[config.mk]
export PLATFORM = sky130hd
export DESIGN_NAME = psu_back
export DESIGN_NICKNAME = d
export VERILOG_FILES = /design/src/rtl/core/psu_pkg.sv /design/src/rtl/core/psu_back.sv
export SDC_FILE = /design/constraint.sdc
export NUM_CORES = 1
export LEC_CHECK = 0
export BUFFER_PORTS_ARGS = -buffer_cell sky130_fd_sc_hd__buf_4
export CAP_MARGIN = 40
export CORE_UTILIZATION = 35
export CTS_BUF_LIST = sky130_fd_sc_hd__clkbuf_2 sky130_fd_sc_hd__clkbuf_4 sky130_fd_sc_hd__clkbuf_8
export DETAILED_ROUTE_END_ITERATION = 8
export PLACE_DENSITY = 0.62
export SLEW_MARGIN = 15
export SYNTH_ARGS = -nofsm -noshare
export SYNTH_HDL_FRONTEND = slang
export SYNTH_SLANG_ARGS = --single-unit
[constraint.sdc]
create_clock -name clk -period 24.2 [get_ports clk]
set_input_delay 1.21 -clock clk [delete_from_list [all_inputs] [get_ports clk]]
set_output_delay 1.21 -clock clk [all_outputs]
set_load 0.03 [all_outputs]
[src/rtl/core/psu_pkg.sv]
package psu_pkg;

  // Filter types of a scanline.
  localparam logic [2:0] FILT_NONE  = 3'd0;
  localparam logic [2:0] FILT_SUB   = 3'd1;
  localparam logic [2:0] FILT_UP    = 3'd2;
  localparam logic [2:0] FILT_AVG   = 3'd3;
  localparam logic [2:0] FILT_PAETH = 3'd4;
  localparam logic [7:0] FILT_MAX   = 8'd4;

  // Configuration register indexes.
  localparam logic REG_ROW_BYTES = 1'b0;
  localparam logic REG_BPP       = 1'b1;

  localparam int ROW_BYTES_W = 13;
  localparam int BPP_W       = 3;

  // Sample command from the front part to the back part.
  typedef struct packed {
    logic [7:0] data;
    logic       first_row;
    logic [2:0] filt;
    logic       bad;
    logic       last;
    logic       row_start;
  } cmd_t;

  // One result byte.
  typedef struct packed {
    logic [7:0] pixel;
    logic       last;
    logic       err;
  } res_t;

endpackage

[src/rtl/core/psu_back.sv]
module psu_back #(
  parameter int CW = 13,
  parameter int AW = 12
) (
  input  logic                        clk,
  input  logic                        rst_n,
  input  logic                        q_empty,
  input  psu_pkg::cmd_t               q_cmd,
  input  logic [CW-1:0]               q_col,
  output logic                        q_pop,
  input  logic [psu_pkg::BPP_W-1:0]   bpp,
  output logic                        ram_we,
  output logic [AW-1:0]               ram_waddr,
  output logic [7:0]                  ram_wdata,
  output logic                        ram_re,
  output logic [AW-1:0]               ram_raddr,
  input  logic [7:0]                  ram_rdata,
  input  logic                        oq_full,
  output logic                        oq_push,
  output psu_pkg::res_t               res
);

  logic                 rd_vld_r, rd_vld_nxt;
  psu_pkg::cmd_t        rd_cmd_r;
  logic [AW-1:0]        rd_addr_r;
  logic                 byp_r;
  logic [7:0]           byp_data_r;
  logic [31:0]          lh_r, uh_r;
  logic [31:0]          lh_eff, uh_eff;
  logic                 fire, load;
  logic [7:0]           a, b, c, pred, r;
  logic [8:0]           ab_sum;
  logic signed [9:0]    da, db, dc;
  logic [9:0]           pa, pb, pc;

  assign fire = rd_vld_r & ~oq_full;
  assign load = ~q_empty & (~rd_vld_r | fire);

  assign lh_eff = rd_cmd_r.row_start ? '0 : lh_r;
  assign uh_eff = rd_cmd_r.row_start ? '0 : uh_r;

  always_comb begin
    unique case (bpp)
      3'd0, 3'd1: begin
        a = lh_eff[7:0];
        c = uh_eff[7:0];
      end
      3'd2: begin
        a = lh_eff[15:8];
        c = uh_eff[15:8];
      end
      3'd3: begin
        a = lh_eff[23:16];
        c = uh_eff[23:16];
      end
      default: begin
        a = lh_eff[31:24];
        c = uh_eff[31:24];
      end
    endcase
  end

  // Line store word or the byte written at its read; zero in the first row.
  assign b = rd_cmd_r.first_row ? 8'd0 : (byp_r ? byp_data_r : ram_rdata);

  assign ab_sum = {1'b0, a} + {1'b0, b};
  assign da = $signed({2'b00, b}) - $signed({2'b00, c});
  assign db = $signed({2'b00, a}) - $signed({2'b00, c});
  assign dc = $signed({2'b00, a}) + $signed({2'b00, b}) - $signed({1'b0, c, 1'b0});
  assign pa = da[9] ? 10'(-da) : 10'(da);
  assign pb = db[9] ? 10'(-db) : 10'(db);
  assign pc = dc[9] ? 10'(-dc) : 10'(dc);

  always_comb begin
    unique case (rd_cmd_r.filt)
      psu_pkg::FILT_SUB: pred = a;
      psu_pkg::FILT_UP:  pred = b;
      psu_pkg::FILT_AVG: pred = ab_sum[8:1];
      psu_pkg::FILT_PAETH: begin
        if (pa <= pb && pa <= pc) begin
          pred = a;
        end else if (pb <= pc) begin
          pred = b;
        end else begin
          pred = c;
        end
      end
      default: pred = 8'd0;
    endcase
  end

  assign r = rd_cmd_r.data + pred;

  assign q_pop     = load;
  assign ram_re    = load;
  assign ram_raddr = q_col[AW-1:0];
  assign ram_we    = fire;
  assign ram_waddr = rd_addr_r;
  assign ram_wdata = r;
  assign oq_push   = fire;
  assign res.pixel = r;
  assign res.last  = rd_cmd_r.last;
  assign res.err   = rd_cmd_r.bad;

  assign rd_vld_nxt = load | (rd_vld_r & ~fire);

  always_ff @(posedge clk) begin
    if (!rst_n) begin
      rd_vld_r <= 1'b0;
    end else begin
      rd_vld_r <= rd_vld_nxt;
    end
  end

  always_ff @(posedge clk) begin
    if (load) begin
      rd_cmd_r   <= q_cmd;
      rd_addr_r  <= q_col[AW-1:0];
      byp_r      <= fire && (rd_addr_r == q_col[AW-1:0]);
      byp_data_r <= r;
    end
    if (fire) begin
      lh_r <= {lh_eff[23:0], r};
      uh_r <= {uh_eff[23:0], b};
    end
  end

endmodule

==> metrics.md <==
| Metric | Value |
|---|---|
| Status | complete, no violations |
| Hold-fix buffers, CTS | 0 |
| Mapped Area | 0.007819 sq mm |
| Num CTS Buffers | 9 |
| Crit-path most repeated cell | a21oi_1 |
| Vias in the first global route | 5434 |
| Top-Level Pins | 89 |
| Max-cap violations | 0 |
| Detailed Place HPWL | 13760 um |
| Largest net degree at the start of global routing | 66 |
| Die area | 0.02294 sq mm |
| Post-route core utilization | 40.71% |
| Sequential area share after synthesis | about two fifths |
| Wl on met1 | 8653 um |
| Crit Path Class | input pin to output port |
| Gp weighted congestion | 0.8454 |
| HP Class | flip-flop to flip-flop |
| Routed WL | around 18000 um |
| Final net count | 971 |
| Port buffer count | between 80 and 90 |
| Max incr delay on CP | 0.63 ns |
| Max-Slew Margin vs Limit | 42.26% |
| Crit path arrival time | 9.56 ns |
| Post-cts resize count | 0 |
| Clock transition at path regs | 0.09 ns |
| CTS tree | done |
| Unrepaired setup endpoints after global routing | no |
| Clk_skew | 0.01375 ns |
| Critical Path Stages | 32 |
| WP buf/inv | 5 |
| Die X | 151.5 um |
| DRC | 0 |
| Crit path max-delay cell type | or4b_2 |
| Crit-path max FO | 18 |
| Worst vdd ir | about 0.036 mV |
| FP Rows | 54 |
| Die Y | between 150 and 200 um |
| Leak Pwr | roughly 0.0036 uW |
| Synthesized instance count | 779 |
| Remaining antenna violation count | 0 |
| Synth unique cells | 68 |
| DR iter-0 viols | 462 |
| Cell area after layout | ~0.009 sq mm |
| Final Critical Period | 10.77 ns |
| Post-synth EDFFs | 100 |
| Fmax | 92.83 MHz |
| CORE AREA | 0.02189 sq mm |
| Fraction of layout cells with a size suffix above 1 | 15.83% |
| Synth warn | 0 |
| Worst-Skew Late Latency | 0.37 ns |
| Final Max Tran Viols | 0 |
| Synthesis-to-layout area growth | 13.97% |
| Global route total overflow | 0 |
| Final setup fails | 0 |
| Wire length per cell | 15.91 um |
| Met2 WL post-DR | around 8500 um |
| Via-to-Cell Ratio | 5.060 |
| Top sig layer | met4 |
| Worst Tran Pin Value | 0.8661 ns |
| Crit start category | input pin |
| Final worst-path cycle share | 44.51% |
| Area leader, netlist | edfxtp_1 |
| Hold Crit Depth | 2 |
| Area post-placement | 0.008672 sq mm |
| Synth top area share | 38.41% |
| CTS Sinks | 101 |
| H-tree levels | 3 |
| Setup TNS | 0 ns |
| Max Buffers Root-to-Sink | 2 |
| Power density over cell area | 85.70 mW/mm^2 |
| Total GRT Usage | between 15 and 20% |
| Syn Area/Cell | 10.04 sq um |
| Synth async-reset ratio | 0% |
| Initial antenna violation count | 0 |
| Crit. End Element | output port |
| Synth top area cells | edfxtp_1, ha_1, nor2b_1 |
| Post-CTS Setup Bufs | 0 |
| Top_reg_cell synth | edfxtp_1 |
| Met3 WL | 792 um |
| CP required | between 20 and 25 ns |
| N_diodes | 0 |
| First-pass GRT wire length | 28960 um |
| Vias post-DR | about 5700 |
| Initial Util | 35.72% |
| Worst R2R Path Depth | 32 |
| Root Driver | clkbuf_8 |
| DRT Pass-1 Iters | 5 |
| CP top delay family | simple AND/OR/NAND/NOR gates |
| Final hold vios | 0 |
| Seq cells post-synth | 101 |
cell usage after synthesis, types with 2 or more instances:
library cell and instances:
o22ai_1 3, or3_1 5, o21ai_1 7, mux2i_1 32, nor2_1 52, conb_1 2, o2bb2ai_1 2, nand4_1 6
o221ai_1 3, xnor2_1 36, clkbuf_1 18, o22a_1 4, nor2b_1 60, a211oi_1 9, ha_1 69, o21ai_0 48
nand2b_1 14, nor3b_1 2, o31ai_1 5, nand4b_1 2, buf_4 24, or2_2 5, nand3b_1 6, mux2_2 3
fa_1 11, and2_1 3, nand2_1 47, a31oi_1 2, a21boi_0 4, o31a_1 2, nand3_1 9, inv_1 53
edfxtp_1 100, a21oi_1 46, o21a_1 10, nor4_1 2, or4_1 3, xor2_1 17, and3_1 5, nor3_1 6
a21o_1 9, o21bai_1 4, a22oi_1 4
flip-flops by register name (all words and copies together) (netlist names):
name        flops
rd_cmd_r       13
byp_r           1
ram_waddr      12
uh_r           32
res             2
rd_vld_r        1
byp_data_r      8
lh_r           32
cell type report:
cell class | count | area [sq um]
clock buffer | 9 | 123.9
clock inverter | 7 | 87.58
tap | 280 | 350.3
timing repair buffer | 99 | 755.7
multi-input combinational | 584 | 4372
sequential | 101 | 3023
inverter | 53 | 198.9
fill | 2170 | 12980
routing by layer:
metal	vias up	track usage (%)
met5	-	0
met4	0	2.400
met3	8	2.545
met2	132	27.26
met1	2689	23.23
li1	2904	-
worst reg2reg max path, delay by kind of cell (launching register included):
family,cells,cell delay [ns]
AO/OA/AOI/OAI,12,2.25
XOR/XNOR,2,0.59
adder cells (fa/ha/maj),4,1.55
buffers and inverters,3,0.67
flip-flops,1,0.42
multiplexers,2,0.40
AND/OR/NAND/NOR,9,2.63
layout by cell type (no fill, tap or decap), types with 6 or more instances in the layout:
| cell | n |
|---|---|
| o21ai_1 | 7 |
| nor2b_1 | 59 |
| nor3_1 | 6 |
| mux2i_1 | 32 |
| clkbuf_8 | 9 |
| ha_1 | 69 |
| nand2b_1 | 14 |
| nand4_1 | 6 |
| buf_4 | 95 |
| a21oi_1 | 45 |
| nand2_1 | 47 |
| a21o_1 | 9 |
| edfxtp_1 | 100 |
| o21a_1 | 10 |
| xor2_1 | 17 |
| o21ai_0 | 48 |
| nor2_1 | 52 |
| nand3b_1 | 6 |
| inv_1 | 53 |
| nand3_1 | 9 |
| xnor2_1 | 36 |
| a211oi_1 | 9 |
| fa_1 | 11 |
report_power, final:
| part | leakage [uW] | internal (uW) | switching (uW) |
|---|---|---|---|
| sequential | 0.000960 | 207 | 4.35 |
| combinational | 0.00257 | 178 | 262 |
| clock | 0.0000984 | 49.2 | 63.2 |
cell families after synthesis:
family,share of synthesized area (%)
simple gates,15.60
compound gates,14.71
flops,38.66
buf+inv,5.761
fa+ha+maj,13.86
xor+xnor,6.785
mux,4.529
other cells,0.09605
final timing paths:
| path | slack [ns] | from | to |
|---|---|---|---|
| setup / recovery | 13.43 | bpp[2] | ram_wdata[7] |
| hold / removal | 0.53 | rd_vld_r | rd_vld_r |
| setup reg to reg | 15.45 | rd_cmd_r[0] | lh_r[7] |
| hold reg to reg | 0.53 | rd_vld_r | rd_vld_r |
through the flow:
stage	hold slack, ns	worst slack, ns	power, uW	cells
6_report	0.5265	13.43	763.7	1133
5_1_grt	0.5875	12.84	824.4	1133
4_1_cts	0.5306	13.38	767.9	1132
3_5_place_dp	0.5162	13.42	652.9	1116
3_3_place_gp	0.5113	13.42	647.0	1113
2_1_floorplan	0.4523	14.03	551.3	781
(Power assumes the default switching activity.)
