--- src/rtl/core/psu_fifo.sv ---
module psu_fifo #(
  parameter int WIDTH = 8,
  parameter int DEPTH = 2
) (
  input  logic             clk,
  input  logic             rst_n,
  input  logic             push,
  input  logic [WIDTH-1:0] wdata,
  output logic             full,
  input  logic             pop,
  output logic [WIDTH-1:0] rdata,
  output logic             empty
);

  localparam int AW   = (DEPTH > 1) ? $clog2(DEPTH) : 1;
  localparam int CNTW = $clog2(DEPTH + 1);

  logic [WIDTH-1:0] mem [DEPTH];
  logic [AW-1:0]    wr_ptr_r, wr_ptr_nxt;
  logic [AW-1:0]    rd_ptr_r, rd_ptr_nxt;
  logic [CNTW-1:0]  cnt_r, cnt_nxt;
  logic             do_push, do_pop;

  assign full    = (cnt_r == CNTW'(DEPTH));
  assign empty   = (cnt_r == '0);
  assign do_push = push & ~full;
  assign do_pop  = pop & ~empty;
  assign rdata   = mem[rd_ptr_r];

  always_comb begin
    wr_ptr_nxt = wr_ptr_r;
    rd_ptr_nxt = rd_ptr_r;
    cnt_nxt    = cnt_r;
    if (do_push) begin
      wr_ptr_nxt = (wr_ptr_r == AW'(DEPTH - 1)) ? '0 : wr_ptr_r + 1'b1;
    end
    if (do_pop) begin
      rd_ptr_nxt = (rd_ptr_r == AW'(DEPTH - 1)) ? '0 : rd_ptr_r + 1'b1;
    end
    if (do_push && !do_pop) begin
      cnt_nxt = cnt_r + 1'b1;
    end else if (do_pop && !do_push) begin
      cnt_nxt = cnt_r - 1'b1;
    end
  end

  always_ff @(posedge clk) begin
    if (!rst_n) begin
      wr_ptr_r <= '0;
      rd_ptr_r <= '0;
      cnt_r    <= '0;
    end else begin
      wr_ptr_r <= wr_ptr_nxt;
      rd_ptr_r <= rd_ptr_nxt;
      cnt_r    <= cnt_nxt;
    end
  end

  always_ff @(posedge clk) begin
    if (do_push) begin
      mem[wr_ptr_r] <= wdata;
    end
  end

endmodule

--- config.mk ---
export PLATFORM = sky130hd
export DESIGN_NAME = psu_fifo
export DESIGN_NICKNAME = d
export VERILOG_FILES = /design/src/rtl/core/psu_fifo.sv
export SDC_FILE = /design/constraint.sdc
export NUM_CORES = 1
export LEC_CHECK = 0
export BUFFER_PORTS_ARGS = -buffer_cell sky130_fd_sc_hd__buf_2
export CORE_MARGIN = 1.5
export CORE_UTILIZATION = 25
export CTS_CLUSTER_SIZE = 14
export DETAILED_ROUTE_END_ITERATION = 10
export SLEW_MARGIN = 20
export SYNTH_ARGS = -nofsm -noshare
export SYNTH_HDL_FRONTEND = slang
export SYNTH_SLANG_ARGS = --single-unit
--- constraint.sdc ---
create_clock -name clk -period 2.08 [get_ports clk]
set_input_delay 0.624 -clock clk [delete_from_list [all_inputs] [get_ports clk]]
set_output_delay 0.624 -clock clk [all_outputs]
set_load 0.02 [all_outputs]
==> results of run 1 <==
[state kept, by name (all words and copies together) (netlist names), named ones only]
name and cells:
rd_ptr_r 1, wr_ptr_r 1, mem 16, cnt_r 2
[synthesized netlist by cell type]
master	number
nor3_2	1
inv_1	1
or3_1	1
a21boi_1	1
a21boi_0	1
o21ai_1	1
edfxtp_1	16
ha_1	1
and3_1	1
and2_1	3
nand2b_1	1
mux2_2	8
inv_2	1
xor2_1	1
xnor2_1	2
nor2_1	2
buf_2	1
o21ai_0	1
o21a_1	1
dfxtp_1	5
[path summary, 6_finish.rpt]
path,end,startpoint
max,rdata[0],register
min,mem[0][6],wdata[6]
max reg2reg,cnt_r[1],cnt_r[0]
min reg2reg,cnt_r[1],cnt_r[1]
[power by group through the flow]
stage | clock [mW] | combinational (mW) | sequential, mW
6_report | 0.183 | 0.411 | 0.592
5_1_grt | 0.208 | 0.454 | 0.606
4_1_cts | 0.195 | 0.418 | 0.593
3_5_place_dp | 0 | 0.414 | 0.602
3_3_place_gp | 0 | 0.407 | 0.598
2_1_floorplan | 0 | 0.321 | 0.572
[layout by cell type, fill, tap and decap left out, drive strengths merged]
master  instances
or3             1
xor2            1
a21boi          2
xnor2           2
o21a            1
edfxtp         16
dfxtp           5
clkinv          1
inv             2
clkbuf          3
and3            1
and2            3
buf            22
mux2            8
o21ai           2
ha              1
nand2b          1
nor3            1
nor2            2
[layout make-up]
class	instances	area [um2]	area share (%)
timing repair buffer	22	113	11.3
sequential	21	582	58.1
tap	44	55.1	5.50
clock inverter	1	5.00	0.500
multi-input combinational	26	216	21.6
inverter	2	7.51	0.750
clock buffer	3	22.5	2.25
[kinds of logic after synthesis]
logic type | count (synthesis) | share of synthesized area [%]
buf+inv | 3 | 1.54
xor+xnor | 3 | 3.25
simple gates | 9 | 6.80
fa+ha+maj | 1 | 1.55
mux | 8 | 11.1
flops | 21 | 71.7
compound gates | 5 | 4.02
[per-layer routing]
layer | global-route usage [%] | wire length, um | up-vias
met1 | 8.17 | 566 | 227
met3 | 2.60 | 91 | 2
met4 | 3.81 | 13 | 0
met5 | 0 | 0 | -
met2 | 11.8 | 565 | 15
li1 | - | - | 232
[stage by stage]
step,total power [mW],instance area (um2),cells
final,1.19,1000,119
after global routing,1.27,1000,119
after CTS,1.21,1000,119
after detailed placement,1.02,972,115
after global placement,1.00,972,115
after floorplan,0.893,810,50
[worst register-to-register path, cell delays in order (launching register included)]
cell      delay [ns]
dfxtp_1         0.43
nand2b_1        0.18
inv_2           0.06
nor2_1          0.10
ha_1            0.26
or3_1           0.36
a21boi_1        0.14
==> impl_metrics.ini, run 1 <==
[run_status]
status = finished clean

[clock_network]
cts_made_buffers = 3
clk_pin_slew_ns = 0.11
cts_resized = 0
root_buffer = clkbuf_4
hold_buffers = 0
cts_max_path_buffers = 2
htreeDepth = 1
cts_tree = yes
cts.sinks = 21
post_cts_buffers = 0
worstSkewPairLatency_ns = 0.29

[power]
p_sw_mw = 0.388
power_frac_seq_pct = 50.0
p_int_mw = 0.797
powerDensity_nw_per_um2 = 1180
p_leak_nw = 0.387
ir_drop_mv = 0.388
swShare_pct = 32.8
combPwrFrac_pct = 34.6
p_clk_share_pct = 15.4

[synth]
synth.largest_area_cell = edfxtp_1
syn-num-nets = 63
synthCells = 50
synth_area_per_cell_um2 = 16.2
synthDistinctLibCells = 20
ys_seq_area_share_pct = 71.7
synth_top_area_share_pct = 59.4
yosysWarnings = 0
netlist_area_um2 = 810
synth_seq_cells = 21
synth_area_leaders = edfxtp_1 59%, dfxtp_1 12%, mux2_2 11%

[place]
io_buffers = 21
gp_congestion = 0.707
place_ws_ns = 0.331
hpwl_um = 934

[worst_setup_path]
critPathMaxFanout = 8
slowest_stage = dfxtp_2
max_stage_delay_ns = 0.46
arrival_ns = 1.27
cpLargestDelayFamily = flip-flops
cp.required_ns = 1.46
crit_buf_inv = 1
path_cells = mux2_2 > buf_2
worst-setup-path-type = reg2out
worst-path-stages = 2
r2r_cells = 6
rrSetupSlack_ns = 0.48
cp-start-kind = register
end_kind = primary output

[route]
avgViaCountPerCell = 4.00
firstDrtPassIters = 2
vias = 476
drt_iter0_markers = 6
wl_mm = 1.24
ant_nets = 0
wl_per_cell_um = 10.4
route.detailed.drc = 0

[sta]
hold_viol_final = 0
fmax_mhz = 528
whs_ns = 0.515
rsz0062_at_grt = false
finalMaxSlewViolations = 0
max-slew-margin-rel_pct = 75.0
finalClockSkew_ns = 0.00683
setup_viol = 0
timing.final.ws_setup_ns = 0.186
setup_tns_ns = 0
fin_crit_sh_pct = 91.0
worst_pin_slew_ns = 0.376
fin_crit_ns = 1.89

[run]
maxCapViolCount = 0

[layout]
utilization_pct = 32.8
diodes = 0
fillers = 318
area_growth_syn_to_layout_pct = 23.6
drive_above_1_share_pct = 49.3
nNetsFinal = 89

[grt]
antenna_found_initial = 0
gr-total-overflow = 0
grt_max_degree = 13
grtUsageTotal_pct = 7.21
grt_pass1_vias = 422
grt_pass1_wl_mm = 1.84

[worst_hold_path]
hp-class = in2reg
holdPathStages = 1

[die]
die_area_um2 = 3590
die_w_um = 59.9
die_h_um = 59.9
core_area_um2 = 3050
ios = 22
num_rows = 20
initial_core_util_pct = 26.5
(Power assumes the default switching activity.)
==> inputs of run 2 (changes only) <==
--- a/config.mk
+++ b/config.mk
@@ -6,7 +6,6 @@
 export NUM_CORES = 1
 export LEC_CHECK = 0
 export BUFFER_PORTS_ARGS = -buffer_cell sky130_fd_sc_hd__buf_2
-export CORE_MARGIN = 1.5
 export CORE_UTILIZATION = 25
 export CTS_CLUSTER_SIZE = 14
 export DETAILED_ROUTE_END_ITERATION = 10
==> run 2 against run 1 <==
Against the previous run: setup slack gained 0.00069 ns; fmax is essentially flat; largest cell class unchanged; critical path depth is the same; utilization is the same; sequential power is essentially flat; die area shrank 3.3%; clock skew is essentially flat; via count shrank 0.63%; combinational power is essentially flat; non-clock buffer count is the same; sequential share of layout area is the same; highest routed layer is now met3.
==> impl_metrics.ini, run 2 (synthesis gave the netlist of run 1 again) <==
[clock_network]
post_cts_buffers = 0
cts.sinks = 21
cts_max_path_buffers = 2
root_buffer = clkbuf_4
worstSkewPairLatency_ns = 0.29
clk_pin_slew_ns = 0.11
cts_tree = yes
hold_buffers = 0
cts_made_buffers = 3
htreeDepth = 1
cts_resized = 0

[worst_setup_path]
max_stage_delay_ns = 0.46
slowest_stage = dfxtp_2
critPathMaxFanout = 8
worst-path-stages = 2
end_kind = primary output
critPathCapture = rdata[7]
regToRegStartpoint = cnt_r[0]
reg2reg_to = cnt_r[1]
path_cells = mux2_2 > buf_2
worst-setup-path-type = reg2out
arrival_ns = 1.27
r2r_cells = 6
crit_buf_inv = 1
rrSetupSlack_ns = 0.46
cp-start-kind = register
cpLargestDelayFamily = flip-flops
cp.required_ns = 1.46

[route]
vias = 473
wl_per_cell_um = 10.6
firstDrtPassIters = 3
wl_mm = 1.26
ant_nets = 0
route.detailed.drc = 0
drt_iter0_markers = 7
avgViaCountPerCell = 3.97

[die]
ios = 22
die_h_um = 58.9
die_w_um = 58.9
initial_core_util_pct = 26.5
num_rows = 20
die_area_um2 = 3470
core_area_um2 = 3050

[power]
p_total_mw = 1.19
powerDensity_nw_per_um2 = 1190
ir_drop_mv = 0.316
p_leak_nw = 0.387

[grt]
grtUsageTotal_pct = 8.17
grt_pass1_wl_mm = 1.97
gr-usage-met1_pct = 7.71
gr-total-overflow = 0
antenna_found_initial = 0
met3_usage_pct = 3.30
grt_max_degree = 13
grt_pass1_vias = 482
grt_use_met2_pct = 14.6
grt_busiest_layer = met2

[place]
gp_congestion = 0.705
hpwl_um = 933
io_buffers = 21
place_inst = 115

[layout]
top_regs = mem (16), cnt_r (2)
regMostFlops = mem
fillers = 328
largest_reg_flops = 16
drive_above_1_share_pct = 49.3
layout_common_cells = 21 x buf_2, 16 x edfxtp_1, 8 x mux2_2, 4 x dfxtp_1
diodes = 0
ff_latch_area_um2 = 582
fin_cells = 119
multi_input_area_um2 = 216
nNetsFinal = 89
final_common_cell = buf_2
area_growth_syn_to_layout_pct = 23.6

[sta]
finalClockSkew_ns = 0.00706
hold_viol_final = 0
whs_ns = 0.509
fin_crit_sh_pct = 91.0
worst_pin_slew_ns = 0.387
fmax_mhz = 528
finalMaxSlewViolations = 0
max-slew-margin-rel_pct = 74.2
setup_tns_ns = 0
rsz0062_at_grt = false
fin_crit_ns = 1.89
setup_viol = 0

[run]
maxCapViolCount = 0

[run_status]
status = finished clean

[worst_hold_path]
hp-class = in2reg
[run 2: cell counts in the layout (fill, tap and decap cells not counted)]
No cell type changed its count.
[run 2: how the worst min path moves through the flow]
stage             start  cells after the start   endpoint
2_1_floorplan  cnt_r[1]                      2   cnt_r[1]
3_3_place_gp   cnt_r[1]                      2   cnt_r[1]
3_5_place_dp   cnt_r[1]                      2   cnt_r[1]
4_1_cts        wdata[0]                      1  mem[0][0]
5_1_grt        wdata[0]                      1  mem[1][0]
6_report       wdata[0]                      1  mem[1][0]
[run 2: through the flow]
stage | util [%] | setup slack [ns] | area [um2]
2_1_floorplan | - | 0.521 | 810
3_3_place_gp | 31.8 | 0.380 | 972
3_5_place_dp | 31.8 | 0.313 | 972
4_1_cts | 32.7 | 0.0254 | 1000
5_1_grt | 32.8 | 0.113 | 1000
6_report | 32.8 | 0.187 | 1000
[run 2: worst reg2reg max path, stage by stage (launching register included)]
cell and delay [ns]:
dfxtp_1 0.43, nand2b_1 0.19, inv_2 0.06, nor2_1 0.09, ha_1 0.26, or3_1 0.36
a21boi_1 0.16
[run 2: per-layer routing]
layer | vias to the layer above | part of all wire [%]
met5 | - | 0
met4 | 0 | 0
met3 | 0 | 7.6
met2 | 15 | 49
met1 | 227 | 43
li1 | 231 | -
[run 2: power by group]
part	internal [mW]	switching [mW]	total, mW
registers	0.537	0.0551	0.592
logic	0.189	0.223	0.412
clock network	0.0715	0.115	0.186
total	0.797	0.393	1.19
[run 2: final cells by class]
type                       count  share of cell area (%)
clock buffer                   3                    2.25
inverter                       2                   0.750
tap                           44                    5.50
multi-input combinational     26                    21.6
clock inverter                 1                   0.500
sequential                    21                    58.1
timing repair buffer          22                    11.3
==> inputs of run 3 (changes only) <==
--- a/config.mk
+++ b/config.mk
@@ -9,6 +9,7 @@
 export CORE_UTILIZATION = 25
 export CTS_CLUSTER_SIZE = 14
 export DETAILED_ROUTE_END_ITERATION = 10
+export PLACE_DENSITY_LB_ADDON = 0.1
 export SLEW_MARGIN = 20
 export SYNTH_ARGS = -nofsm -noshare
 export SYNTH_HDL_FRONTEND = slang
==> run 3 against run 2 <==
Against the previous run: sequential cell count did not move; clock skew down 0.00054 ns; critical path depth did not move; final cell count up 0.84%; critical path type unchanged; critical endpoint unchanged; largest cell class unchanged; highest routed layer is now met4.
==> impl_metrics.ini, run 3 (synthesis gave the netlist of run 1 again) <==
[run_status]
status = finished clean

[worst_setup_path]
end_kind = primary output
arrival_ns = 1.29
cp.required_ns = 1.46
critPathMaxFanout = 8
worst-setup-path-type = reg2out
cp-start-kind = register

[power]
p_leak_nw = 0.392
p_sw_mw = 0.400
swShare_pct = 33.3
power_frac_seq_pct = 49.4
p_total_mw = 1.20
ir_drop_mv = 0.289
powerDensity_nw_per_um2 = 1190
combPwrFrac_pct = 34.6
p_clk_share_pct = 16.1
p_int_mw = 0.803

[die]
die_h_um = 58.9
num_rows = 20
core_area_um2 = 3050
initial_core_util_pct = 26.5
ios = 22
die_w_um = 58.9
die_area_um2 = 3470

[route]
ant_nets = 0
wl_per_cell_um = 11.1
wl_mm = 1.33
firstDrtPassIters = 2
drt_iter0_markers = 15
route.detailed.drc = 0
avgViaCountPerCell = 3.98
vias = 477

[clock_network]
cts_tree = yes
root_buffer = clkbuf_4
cts_max_path_buffers = 2
worstSkewPairLatency_ns = 0.30
cts_made_buffers = 3
clk_pin_slew_ns = 0.12
cts.sinks = 21
htreeDepth = 1

[layout]
regMostFlops = mem
largest_reg_flops = 16
drive_above_1_share_pct = 50.0
top_regs = mem (16), cnt_r (2)
nNetsFinal = 90
final_common_cell = buf_2
area_growth_syn_to_layout_pct = 24.6
diodes = 0
layout_common_cells = 21 x buf_2, 16 x edfxtp_1, 8 x mux2_2, 4 x dfxtp_1

[run]
maxCapViolCount = 0

[sta]
max-slew-margin-rel_pct = 70.0
fin_crit_ns = 1.91
worst_pin_slew_ns = 0.449
finalMaxSlewViolations = 0
setup_viol = 0
setup_tns_ns = 0
fin_crit_sh_pct = 92.0
hold_viol_final = 0
fmax_mhz = 523
rsz0062_at_grt = false
finalClockSkew_ns = 0.00652

[place]
gp_congestion = 0.607
io_buffers = 21
hpwl_um = 966

[grt]
grt_pass1_vias = 478
gr-total-overflow = 0
grt_pass1_wl_mm = 2.20
grt_max_degree = 13
grtUsageTotal_pct = 9.33
antenna_found_initial = 0

[worst_hold_path]
hp-class = in2reg
## run 3: cell types whose count changed in the layout (fill, tap and decap cells not counted)
cell	previous run	this run
buf_4	1	2
## run 3: cell type report
type	count	area [um2]
Clock buffer	3	22.5
Timing Repair Buffer	23	120
Multi-Input combinational cell	26	216
Sequential cell	21	582
Tap cell	44	55.1
Clock inverter	1	5.00
Inverter	2	7.51
Fill cell	341	2040
## run 3: power by group through the flow
stage	clock network [mW]	logic (mW)	registers, mW
after CTS	0.207	0.425	0.597
after floorplan	0	0.321	0.572
after global placement	0	0.422	0.603
final	0.194	0.416	0.594
after detailed placement	0	0.422	0.604
after global routing	0.229	0.462	0.607
## run 3: routing by layer
layer	track usage [%]	wire length [um]	share of wire (%)
met1	11.2	617	46
met2	13.8	605	45
met3	3.08	64	4.8
met4	7.14	44	3.3
met5	0	0	0
## run 3: critical path, stage by stage, from the launching register on
cell	delay, ns
dfxtp_2	0.47
mux2_2	0.36
buf_2	0.16
## run 3: what timing repair did
item,in CTS,in global routing
hold buffers,0,0
endpoints found under the setup margin,2,0
gates resized for setup,1,0
setup buffers,0,0
## run 3: path summary, 6_finish.rpt
kind | start | end | slack [ns] | depth (start not counted)
max | register | rdata[7] | 0.17 | 2
max reg2reg | cnt_r[0] | cnt_r[1] | 0.49 | 6
min | wdata[2] | mem[1][2] | 0.50 | 1
min reg2reg | cnt_r[1] | cnt_r[1] | 0.54 | 2
## run 3: per-stage QoR
step           setup WS [ns]  cells  hold WS [ns]  area (um2)  utilization [%]
3_3_place_gp           0.349    116         0.520         980             32.1
2_1_floorplan          0.521     50         0.483         810                -
4_1_cts                0.130    120         0.487        1010             33.0
6_report               0.167    120         0.501        1010             33.0
5_1_grt               0.0828    120         0.467        1010             33.0
3_5_place_dp           0.336    116         0.519         980             32.1
