File: src/rtl/core/psu_pkg.sv
package psu_pkg;

  // Filter types of a scanline.
  localparam logic [2:0] FILT_NONE  = 3'd0;
  localparam logic [2:0] FILT_SUB   = 3'd1;
  localparam logic [2:0] FILT_UP    = 3'd2;
  localparam logic [2:0] FILT_AVG   = 3'd3;
  localparam logic [2:0] FILT_PAETH = 3'd4;
  localparam logic [7:0] FILT_MAX   = 8'd4;

  // Configuration register indexes.
  localparam logic REG_ROW_BYTES = 1'b0;
  localparam logic REG_BPP       = 1'b1;

  localparam int ROW_BYTES_W = 13;
  localparam int BPP_W       = 3;

  // Sample command from the front part to the back part.
  typedef struct packed {
    logic [7:0] data;
    logic       first_row;
    logic [2:0] filt;
    logic       bad;
    logic       last;
    logic       row_start;
  } cmd_t;

  // One result byte.
  typedef struct packed {
    logic [7:0] pixel;
    logic       last;
    logic       err;
  } res_t;

endpackage

File: src/rtl/core/psu_front.sv
module psu_front #(
  parameter int MAX_ROW_BYTES = 4096,
  parameter int CW            = 13
) (
  input  logic                                clk,
  input  logic                                rst_n,
  input  logic                                push,
  input  logic                                q_full,
  input  logic [7:0]                          data_byte,
  input  logic                                image_start,
  input  logic [psu_pkg::ROW_BYTES_W-1:0]     row_bytes,
  output logic                                q_push,
  output psu_pkg::cmd_t                       cmd,
  output logic [CW-1:0]                       col
);

  logic            await_r, await_nxt;
  logic            first_r, first_nxt;
  logic [CW-1:0]   col_r, col_nxt;
  logic [2:0]      filt_r, filt_nxt;
  logic            bad_r, bad_nxt;
  logic            accept, is_hdr, hdr_bad, last;
  logic [CW-1:0]   len;
  logic [CW:0]     col_inc;

  assign accept  = push & ~q_full;
  assign is_hdr  = image_start | await_r;
  assign hdr_bad = (data_byte > psu_pkg::FILT_MAX);

  // Clamp the row length into 1..MAX_ROW_BYTES.
  always_comb begin
    if (row_bytes == '0) begin
      len = CW'(1);
    end else if (32'(row_bytes) > 32'(MAX_ROW_BYTES)) begin
      len = CW'(MAX_ROW_BYTES);
    end else begin
      len = CW'(row_bytes);
    end
  end

  assign col_inc = {1'b0, col_r} + 1'b1;
  assign last    = (col_inc >= {1'b0, len});

  assign q_push        = accept & ~is_hdr;
  assign col           = col_r;
  assign cmd.data      = data_byte;
  assign cmd.first_row = first_r;
  assign cmd.filt      = filt_r;
  assign cmd.bad       = bad_r;
  assign cmd.last      = last;
  assign cmd.row_start = (col_r == '0);

  always_comb begin
    await_nxt = await_r;
    first_nxt = first_r;
    col_nxt   = col_r;
    filt_nxt  = filt_r;
    bad_nxt   = bad_r;
    if (accept) begin
      if (is_hdr) begin
        // Filter-type byte: latch the row's filter, drop the byte.
        bad_nxt   = hdr_bad;
        filt_nxt  = hdr_bad ? psu_pkg::FILT_NONE : data_byte[2:0];
        col_nxt   = '0;
        await_nxt = 1'b0;
        first_nxt = image_start | first_r;
      end else if (last) begin
        col_nxt   = '0;
        await_nxt = 1'b1;
        first_nxt = 1'b0;
      end else begin
        col_nxt = col_inc[CW-1:0];
      end
    end
  end

  always_ff @(posedge clk) begin
    if (!rst_n) begin
      await_r <= 1'b1;
      first_r <= 1'b1;
      col_r   <= '0;
      filt_r  <= psu_pkg::FILT_NONE;
      bad_r   <= 1'b0;
    end else begin
      await_r <= await_nxt;
      first_r <= first_nxt;
      col_r   <= col_nxt;
      filt_r  <= filt_nxt;
      bad_r   <= bad_nxt;
    end
  end

endmodule

File: config.mk
export PLATFORM = sky130hd
export DESIGN_NAME = psu_front
export DESIGN_NICKNAME = d
export VERILOG_FILES = /design/src/rtl/core/psu_pkg.sv /design/src/rtl/core/psu_front.sv
export SDC_FILE = /design/constraint.sdc
export NUM_CORES = 1
export LEC_CHECK = 0
export ABC_AREA = 1
export BUFFER_PORTS_ARGS = -buffer_cell sky130_fd_sc_hd__buf_2
export CAP_MARGIN = 0
export CORE_MARGIN = 4
export CORE_UTILIZATION = 40
export CTS_BUF_LIST = sky130_fd_sc_hd__clkbuf_16
export CTS_CLUSTER_SIZE = 28
export DETAILED_ROUTE_END_ITERATION = 6
export GPL_TIMING_DRIVEN = 0
export PLACE_DENSITY = 0.71
export SYNTH_ARGS = -nofsm -noshare
export SYNTH_HDL_FRONTEND = slang
export SYNTH_SLANG_ARGS = --single-unit
File: constraint.sdc
create_clock -name clk -period 3 [get_ports clk]
set_input_delay 0.3 -clock clk [delete_from_list [all_inputs] [get_ports clk]]
set_output_delay 0.3 -clock clk [all_outputs]
set_load 0.01 [all_outputs]
==> results.md, run 1 <==
* Slowest stage delay, CP at between 300 and 400 ps
* GRT met2 Usage at 0.295
* Grt peak-use layer: met2
* Vias per cell at just over 5
* CP Capture Type: primary output
* GRT overflow at 0
* Slew Viols, Final at 0
* Maximum clock rate at about 350 MHz
* Clock-pin transition on the worst setup and hold timing paths at 60 ps
* Die Width at around 72 um
* Most frequent cells in the layout: nand2_1 (63), buf_2 (55), inv_1 (27)
* Post-synthesis compound-gate area fraction at 0.0805
* Worst setup SP type: flop
* Clock buffer depth at 2
* Vias in the first global route at 1,599
* Hold Crit Class: input port to flop
* Multi-input combinational cell area at 1130 sq um
* LEAKAGE at between 1 and 1.5 nW
* Skew final at 5.17 ps
* Clock network latency to the later pin of the worst-skew pair at approximately 260 ps
* Worst Path Arrival at between 2000 and 3000 ps
* Wirelength per Cell at 12.7 um
* Met1 usage at 0.231
* Die Ht at 72.2 um
* Seq/Total Area, Yosys at 0.231
* Post-synth cell types at 29
* Synthesis-stage register bit count at 19
* Syn_area_per_cell at about 6.9 sq um
* Reg2Reg Depth at 18
* Nets at 350
* Fillers at between 300 and 400
* Synth top area share at 0.231
* Input/output buffers at 54
* Cell Chain, Critical Path: ha_4 -> nand3_4 -> nor2_4 -> nand2_1 -> nor2_2 -> nand3_2 -> nand2_2 -> ha_4 -> nand2_4 -> inv_1 -> nand2_1 -> nand3_1 -> nand2_1 -> nand2_2 -> nor2_4 -> nand2_2 -> buf_4 -> buf_2
* FF-to-FF End: col[5]
* DP Wirelength at around 3400 um
* Final min period at ~2900 ps
* Met3 GRT Util at 0.0388
* Most common cell after layout, fill and taps aside: nand2_1
* Final period utilization at 0.956
* Mux cell area share after synthesis at 0
* Die area at roughly 5200 sq um
* H-tree levels at 1
* Initial DRC count at 128
* Initial Utilization at 0.412
* Via count at approximately 1.8k
* Synth Area in XOR/XNOR at 0.0418
* DRT Pass-1 Iters at 4
* Pin count of the biggest net entering global routing at 12
* Max_cap viols at 0
* Max-Slew Margin vs Limit at 0.672
* Total Power at 631 uW
* Synth Area in Adders at 0.114
* Status: finished, final reports clean
* Antenna violations before repair at 0
* Synth Cell Area at 1650 sq um
* Row cnt at 23
* CP max FO at 6
* RePlAce Congestion at 0.866
* Root Driver: clkbuf_16
* Crit path max-delay cell type: dfxtp_4
* Overall Global Routing Usage at 0.175
* Max IR drop VDD at 0.240 mV
* Hold Path Sink: await_r
* Drt drc at 0
* Worst Max-Slew Pin Slew at approximately 500 ps
* Flop2flop setup slack at 530 ps
* Num CTS Buffers at 3
* P&R area growth vs syn at 36.9%
* Post-synth top area cell: dfxtp_1
* Pwr/cell area at 280 nW/um^2
* Setup ws final at 132 ps
* Hold Path Cell Cnt at 2
* Largest family of logic cells by synthesized area: simple AND/OR/NAND/NOR gates
* Worst r2r src: col[1]
* Io pins at 55
* FF/Latch Area at between 400 and 500 sq um
* WP data required at about 2700 ps
* Hold path startpoint: rst_n
* Hold Buf Count CTS at 0
* Clock Sinks at 19
* First-pass GRT wire length at between 7000 and 8000 um
* Placement Setup Slack at about 62 ps
* Post-synthesis simple-gate area fraction at 0.402
* Antenna Diode Count at 0
* Mapped Cells at 238
* Core ar. at roughly 4000 sq um
* Finished Core Util at 0.564
* Share of cells above drive strength 1 at 0.396
* Crit Path Class: flop to primary output
* Syn_nets at approximately 280
* CTS tree: built
* Final setup fails at 0
* Area contributors post-synth: dfxtp_1 (23%), nand2_1 (15%), ha_1 (11%)
* Final hold vios at 0
* Yosys warnings at 0
* Setup_tns at 0 ps
* Final ANT Viol Nets at 0
* Drt total wl at roughly 4600 um
[routing by layer]
metal	wire length, um	vias to the layer above
li1	-	923
met1	1990	816
met2	2210	58
met3	332	6
met4	29	0
met5	0	-
[logic make-up after synthesis]
logic type | Yosys count
AO/OA/AOI/OAI | 26
AND/OR/NAND/NOR | 128
XOR/XNOR | 7
buffers and inverters | 43
flip-flops | 19
adder cells (fa/ha/maj) | 15
[Yosys cell counts, drive strengths merged]
master / n
a21oi: 20
a22oi: 1
buf: 13
clkbuf: 3
dfxtp: 19
ha: 15
inv: 27
nand2: 72
nand3: 10
nand3b: 1
nand4: 17
nor2: 17
nor3: 6
nor4: 5
o21ai: 5
xnor2: 1
xor2: 6
[flip-flops by register name, summed over array words and instances, names as in the netlist]
| name | flops |
|---|---|
| filt_r | 3 |
| col | 13 |
| bad_r | 1 |
| first_r | 1 |
| await_r | 1 |
[critical path: cells and delay by family (launching register included)]
| kind | cells | cell delay, ps |
|---|---|---|
| adders and majority gates | 2 | 370 |
| buffers and inverters | 3 | 300 |
| DFF | 1 | 390 |
| and+or+nand+nor | 13 | 1250 |
[power breakdown]
| part | internal [mW] | total (mW) | leakage [nW] | switching, mW |
|---|---|---|---|---|
| Clock | 0.179 | 0.282 | 0.0409 | 0.103 |
| Sequential | 0.251 | 0.254 | 0.160 | 0.00298 |
| Combinational | 0.0438 | 0.0945 | 0.935 | 0.0508 |
| Total | 0.474 | 0.631 | 1.14 | 0.157 |
[final cells by class]
class / count / share of cell area
Multi-Input combinational cell: 176 / 0.502
Sequential cell: 19 / 0.180
Timing Repair Buffer: 66 / 0.160
Buffer: 16 / 0.0505
Inverter: 27 / 0.0449
Clock buffer: 3 / 0.0333
Tap cell: 50 / 0.0277
Clock inverter: 1 / 0.00222
[stage by stage]
step	instances	area [sq um]	hold slack, ps
after global placement	342	1980	451
after detailed placement	342	1980	454
after floorplan	238	1650	369
after global routing	358	2260	257
final	358	2260	254
after CTS	346	2070	255
[what timing repair did]
action,in CTS,in global routing
endpoints found under the setup margin,1,1
buffers inserted,0,12
gates resized for setup,4,24
cloned,0,0
pin swaps,0,11
[worst max-delay path by stage]
stage,start,endpoint,cells after the start
CTS,col[0],cmd[1],18
detailed placement,col[0],cmd[1],18
global placement,col[0],cmd[1],18
floorplan,col[0],cmd[1],17
finish,col[1],cmd[1],18
global route,col[1],cmd[1],18
Note: power is estimated with default switching activity, not from simulation.
==> run 2: changes to the inputs <==
Settings changed: BUFFER_PORTS_ARGS -buffer_cell sky130_fd_sc_hd__buf_2 to -buffer_cell sky130_fd_sc_hd__buf_4, REMOVE_ABC_BUFFERS set to 1.
==> run 2 against run 1 <==
Effect of this change: global-route usage is 1.5 points lower; sequential power about the same; core utilization fell by 2.7 points; register-to-register slack got worse by 150 ps; die area unchanged; worst setup slack improved by 42 ps; sequential cell count unchanged; clock skew is 2.7 ps lower; largest cell class unchanged.
==> results.md, run 2 (synthesis results as in run 1) <==
* CP Capture Type: primary output
* Max_cap viols at 0
* First-pass GRT wire length at between 6000 and 7000 um
* Root Driver: clkbuf_16
* Worst Max-Slew Pin Slew at 628 ps
* Worst Setup EP: cmd[1]
* Skew final at 2.45 ps
* Core ar. at roughly 4000 sq um
* FF-to-FF End: col[1]
* Flop2flop setup slack at roughly 380 ps
* Share of cells above drive strength 1 at 0.311
* Final hold vios at 0
* Hold slack at 246 ps
* RSZ-0062 raised after global routing: false
* Clock-pin transition on the worst setup and hold timing paths at roughly 60 ps
* Setup ws final at between 150 and 200 ps
* CP max FO at 7
* Die Width at slightly above 70 um
* P&R area growth vs syn at 30.4%
* Cell Chain, Critical Path: nand2_1 -> nor2_4 -> nand2_4 -> nor2_8 -> nand2_1 -> nand2_1 -> nand2_2 -> ha_1 -> nand2_1 -> inv_1 -> nand2_1 -> nand3_1 -> nand2_1 -> nand2_1 -> nor2_4 -> nand2_2 -> buf_4
* Num CTS Buffers at 3
* Final period utilization at 0.942
* Crit path from: col[4]
* DP Wirelength at approximately 3100 um
* Most frequent cells in the layout: nand2_1 (64), buf_4 (60), inv_1 (27)
* H-tree levels at 1
* Wirelength per Cell at around 12 um
* Final setup fails at 0
* Slowest stage delay, CP at 480 ps
* LEAKAGE at around 1.1 nW
* Worst Path Arrival at 2530 ps
* Slew Viols, Final at 0
* Max IR drop VDD at roughly 0.32 mV
* Placed Cells incl. Taps at approximately 330
* Initial DRC count at a little over 60
* Overall Global Routing Usage at 0.160
* Maximum clock rate at around 350 MHz
* Max-Slew Margin vs Limit at 0.580
* DRT Pass-1 Iters at 4
* Drt total wl at between 3000 and 4000 um
* Vias per cell at between 4 and 5
* Clock buffer depth at 2
* Io pins at 55
* Reg2Reg Depth at 18
* Vias in the first global route at around 1.5k
* Status: finished, final reports clean
* Final ANT Viol Nets at 0
* Max reg flops at 13
* CP dominant cell by count: nand2_1
* Clock network latency to the later pin of the worst-skew pair at roughly 250 ps
* Die Ht at a little over 70 um
* Crit path max-delay cell type: dfxtp_1
* Worst r2r src: col[4]
* Pwr/cell area at 292 nW/um^2
* Drt drc at 0
* Die area at between 5000 and 6000 sq um
* Via count at between 1.5k and 2k
* Most common cell after layout, fill and taps aside: nand2_1
* Hold Buf Count CTS at 0
* Antenna violations before repair at 0
* Initial Utilization at 0.412
* GRT overflow at 0
* Worst setup SP type: flop
* Placement Setup Slack at -142 ps
* Antenna Diode Count at 0
* CTS tree: built
* Pin count of the biggest net entering global routing at 17
* Clock Sinks at 19
* Crit Path Class: flop to primary output
* Finished Core Util at 0.537
* Input/output buffers at 54
* Final Instance Count excl. Fillers at about 340
* Final min period at between 2000 and 3000 ps
* WP data required at ~2700 ps
* RePlAce Congestion at 0.855
* Row cnt at 23
* Nets at between 300 and 400
* Hold Crit Class: input port to flop
* Setup_tns at 0 ps
-- run 2: changes by cell type in the layout (fill, tap and decap cells not counted), sizes merged --
cell	previous run	this run
buf	79	60
clkbuf	6	3
-- run 2: repair_timing --
action / in CTS / in global routing
setup endpoints to repair: 2 / 1
pin swaps: 1 / 2
buffers inserted: 1 / 5
gates resized for setup: 3 / 6
-- run 2: power breakdown --
part           internal [mW]  total, mW  switching, mW  leakage (nW)
clock                  0.179      0.276         0.0969        0.0409
combinational         0.0471     0.0947         0.0476         0.855
sequential             0.254      0.257        0.00257         0.156
total                  0.480      0.627          0.147          1.05
-- run 2: final cells by class --
cell class	instances	area, sq um
flip-flops and latches	19	389
clock inverters	1	5.00
well taps	50	62.6
inverters	27	101
fillers	399	1850
multi-input cells	176	1060
repair buffers	60	450
clock buffers	3	75.1
-- run 2: worst min-delay path by stage --
| stage | start | to | cells past startpoint | slack, ps |
|---|---|---|---|---|
| floorplan | rst_n | await_r | 1 | 370 |
| global placement | filt_r[1] | filt_r[1] | 2 | 450 |
| detailed placement | filt_r[1] | filt_r[1] | 2 | 460 |
| CTS | rst_n | await_r | 2 | 240 |
| global route | rst_n | await_r | 2 | 240 |
| finish | rst_n | await_r | 2 | 250 |
-- run 2: critical path: cells and delay by family, from the launching register on --
kind / cells / cell delay [ps]
flip-flops: 1 / 480
adder cells (fa/ha/maj): 1 / 300
AND/OR/NAND/NOR: 14 / 1290
buffers and inverters: 2 / 190
-- run 2: metal layers --
metal | GRT usage | part of all wire
met5 | 0 | 0
met2 | 0.278 | 0.52
met3 | 0.0499 | 0.066
met4 | 0.0271 | 0
met1 | 0.196 | 0.42
-- run 2: per-stage QoR --
stage | power, mW | cell area, sq um
global placement | 0.355 | 2000
CTS | 0.635 | 2100
detailed placement | 0.356 | 2000
finish | 0.627 | 2150
floorplan | 0.300 | 1530
global route | 0.662 | 2150
==> run 3: changes to the inputs <==
Settings changed: ABC_AREA 1 to not set, CORE_ASPECT_RATIO set to 1.1, PLACE_DENSITY 0.71 to 0.72.
==> run 3 against run 2 <==
Effect of this change: sequential cell count stayed put; clock skew is 1.6 ps lower; sequential share of layout area is 0.90 points higher; die area is 9.2% lower; power is 0.94% lower; via count is 9.5% lower; worst hold slack better by 12 ps; largest power group unchanged; first-iteration DRC count is 6.6% lower; cell count is 15% lower; combinational power is 6.8% lower.
==> results.md, run 3 <==
* Status: finished, final reports clean
* Synth Cell Area at 1480 sq um
* Input/output buffers at 54
* Slew Viols, Final at 0
* Antenna violations before repair at 0
* RePlAce Congestion at about 0.82
* Setup_tns at 0 ps
* Ys flop type: dfxtp_1
* Area contributors post-synth: dfxtp_1 (26%), ha_1 (13%), buf_4 (5.6%)
* Hold slack at ~260 ps
* P&R area growth vs syn at 42.1%
* Synth Area in XOR/XNOR at 0.0296
* Mapped Cells at 189
* Wirelength per Cell at between 10 and 15 um
* Via count at between 1.5k and 2k
* Initial DRC count at 57
* Clock buffer depth at 2
* Final period utilization at 0.968
* Post-synth top area cell: dfxtp_1
* Die area at roughly 4700 sq um
* Syn_area_per_cell at 7.82 sq um
* Row cnt at 22
* Worst Max-Slew Pin Slew at 567 ps
* Hold Buf Count CTS at 0
* GRT overflow at 0
* Overall Global Routing Usage at 0.161
* CTS tree: built
* Worst Path Arrival at about 2600 ps
* Maximum clock rate at ~340 MHz
* Met2 WL at 1740 um
* Synth top area share at 0.257
* Core ar. at ~3400 sq um
* Top-count cell post-synth: nand2_1
* Async SR Flop Fraction at 0
* Drt total wl at ~3800 um
* Vias per cell at roughly 5.3
* Final instance area at between 2000 and 2500 sq um
* Fillers at around 310
* Skew final at ~0.8 ps
* Vias in the first global route at roughly 1.4k
* Seq/Total Area, Yosys at 0.257
* Final min period at 2900 ps
* Die Ht at around 72 um
* Root Driver: clkbuf_16
* Clock-pin transition on the worst setup and hold timing paths at 60 ps
* Clock network latency to the later pin of the worst-skew pair at between 200 and 300 ps
* Synth Area in Adders at 0.127
* Metal3 WL at 340 um
* Die Width at 66.0 um
* Hold Crit Class: input port to flop
* Most common cell after layout, fill and taps aside: buf_4
* Post-synthesis compound-gate area fraction at 0.180
* WP data required at roughly 2700 ps
* Post-synth cell types at 38
* Num CTS Buffers at 3
* Max_cap viols at 0
* Antenna Diode Count at 0
* Worst setup SP type: flop
* Max-Slew Margin vs Limit at 0.618
* CP Capture Type: primary output
* Clock Sinks at 19
* Synthesis-stage register bit count at 19
* Largest family of logic cells by synthesized area: simple AND/OR/NAND/NOR gates
* Post-synthesis simple-gate area fraction at 0.317
* Final setup fails at 0
* Met1 WL at ~1700 um
* Pin count of the biggest net entering global routing at 19
* DRT Pass-1 Iters at 4
* Max reg flops at 13
* Crit Path Class: flop to primary output
* DP Wirelength at 2860 um
* Uppermost routed layer: met4
* Io pins at 55
* Most common library cells after synthesis: nand2_1 (22), nor2_1 (20), dfxtp_1 (19)
* Nets at 280
* CP max FO at 4
* First-pass GRT wire length at approximately 6200 um
* Pwr/cell area at between 200 and 300 nW/um^2
* Initial Utilization at 0.429
* Final ANT Viol Nets at 0
* Most frequent cells in the layout: buf_4 (60), nand2_1 (22), nor2_1 (19)
* H-tree levels at 1
* LEAKAGE at ~0.94 nW
* Mux cell area share after synthesis at 0
* Placed instance area at around 1800 sq um
* Post-synth EDFFs at 0
* Share of cells above drive strength 1 at 0.437
* Final hold vios at 0
* Drt drc at 0
* Max IR drop VDD at 0.226 mV
* Yosys warnings at 0
## run 3: cell types whose count changed in the layout (fill, tap and decap cells not counted), sizes merged, moves of 7 or more
| cell | previous run | this run |
|---|---|---|
| nand2 | 72 | 22 |
| inv | 27 | 5 |
| nand4 | 17 | 3 |
| a21oi | 20 | 12 |
| a22oi | 1 | 9 |
| or2 | 0 | 7 |
## run 3: layout make-up
cell class              instances  area, sq um  area share
clock inverters                 1         5.00     0.00238
clock buffers                   3         75.1      0.0358
flip-flops and latches         19          399       0.190
repair buffers                 61          462       0.220
well taps                      48         60.1      0.0286
inverters                       6         22.5      0.0107
multi-input cells             148         1080       0.513
## run 3: routing by layer
metal / track usage / vias up
li1: - / 768
met1: 0.215 / 683
met2: 0.256 / 61
met3: 0.0298 / 5
met4: 0.0587 / 0
met5: 0 / -
## run 3: metrics by stage
step,instances,util,worst slack (ps),total power [mW]
after CTS,282,0.580,25.5,0.620
after floorplan,173,-,38.3,0.291
after detailed placement,275,0.533,-154,0.343
final,286,0.610,95.7,0.621
after global placement,275,0.533,-138,0.342
after global routing,286,0.610,-35.5,0.645
## run 3: cells by family (layout without fill, tap and decap cells)
group           count (synthesis)  count (layout)
compound gates                 40              40
flops                          19              19
xor+xnor                        5               5
simple gates                   88              88
fa+ha+maj                      15              15
buf+inv                        22              71
## run 3: worst paths after layout
kind	startpoint	to	slack [ps]	depth (start not counted)
min reg2reg	await_r	await_r	490	1
max	col[1]	cmd[1]	100	12
min	rst_n	first_r	260	2
max reg2reg	col[1]	col[2]	250	13
## run 3: power by group
group / total (mW) / internal (mW) / switching (mW) / leakage (nW)
clock: 0.279 / 0.179 / 0.100 / 0.0409
sequential: 0.254 / 0.252 / 0.00148 / 0.159
combinational: 0.0883 / 0.0455 / 0.0428 / 0.737
## run 3: timing repair
action,4_1_cts,5_1_grt
pin swaps,3,10
setup buffers,3,4
endpoints found under the setup margin,16,5
gates cloned,0,0
gates resized for setup,19,13
## run 3: worst max-delay path, stage by stage (launching register included)
cell and delay (ps):
dfxtp_4 360, ha_4 140, and3_4 200, nand4_4 100
or2_1 260, and2_4 160, or2_4 230, ha_4 280
nand3_4 80, a211oi_2 230, o21ai_2 90, nand3_2 100
buf_6 110
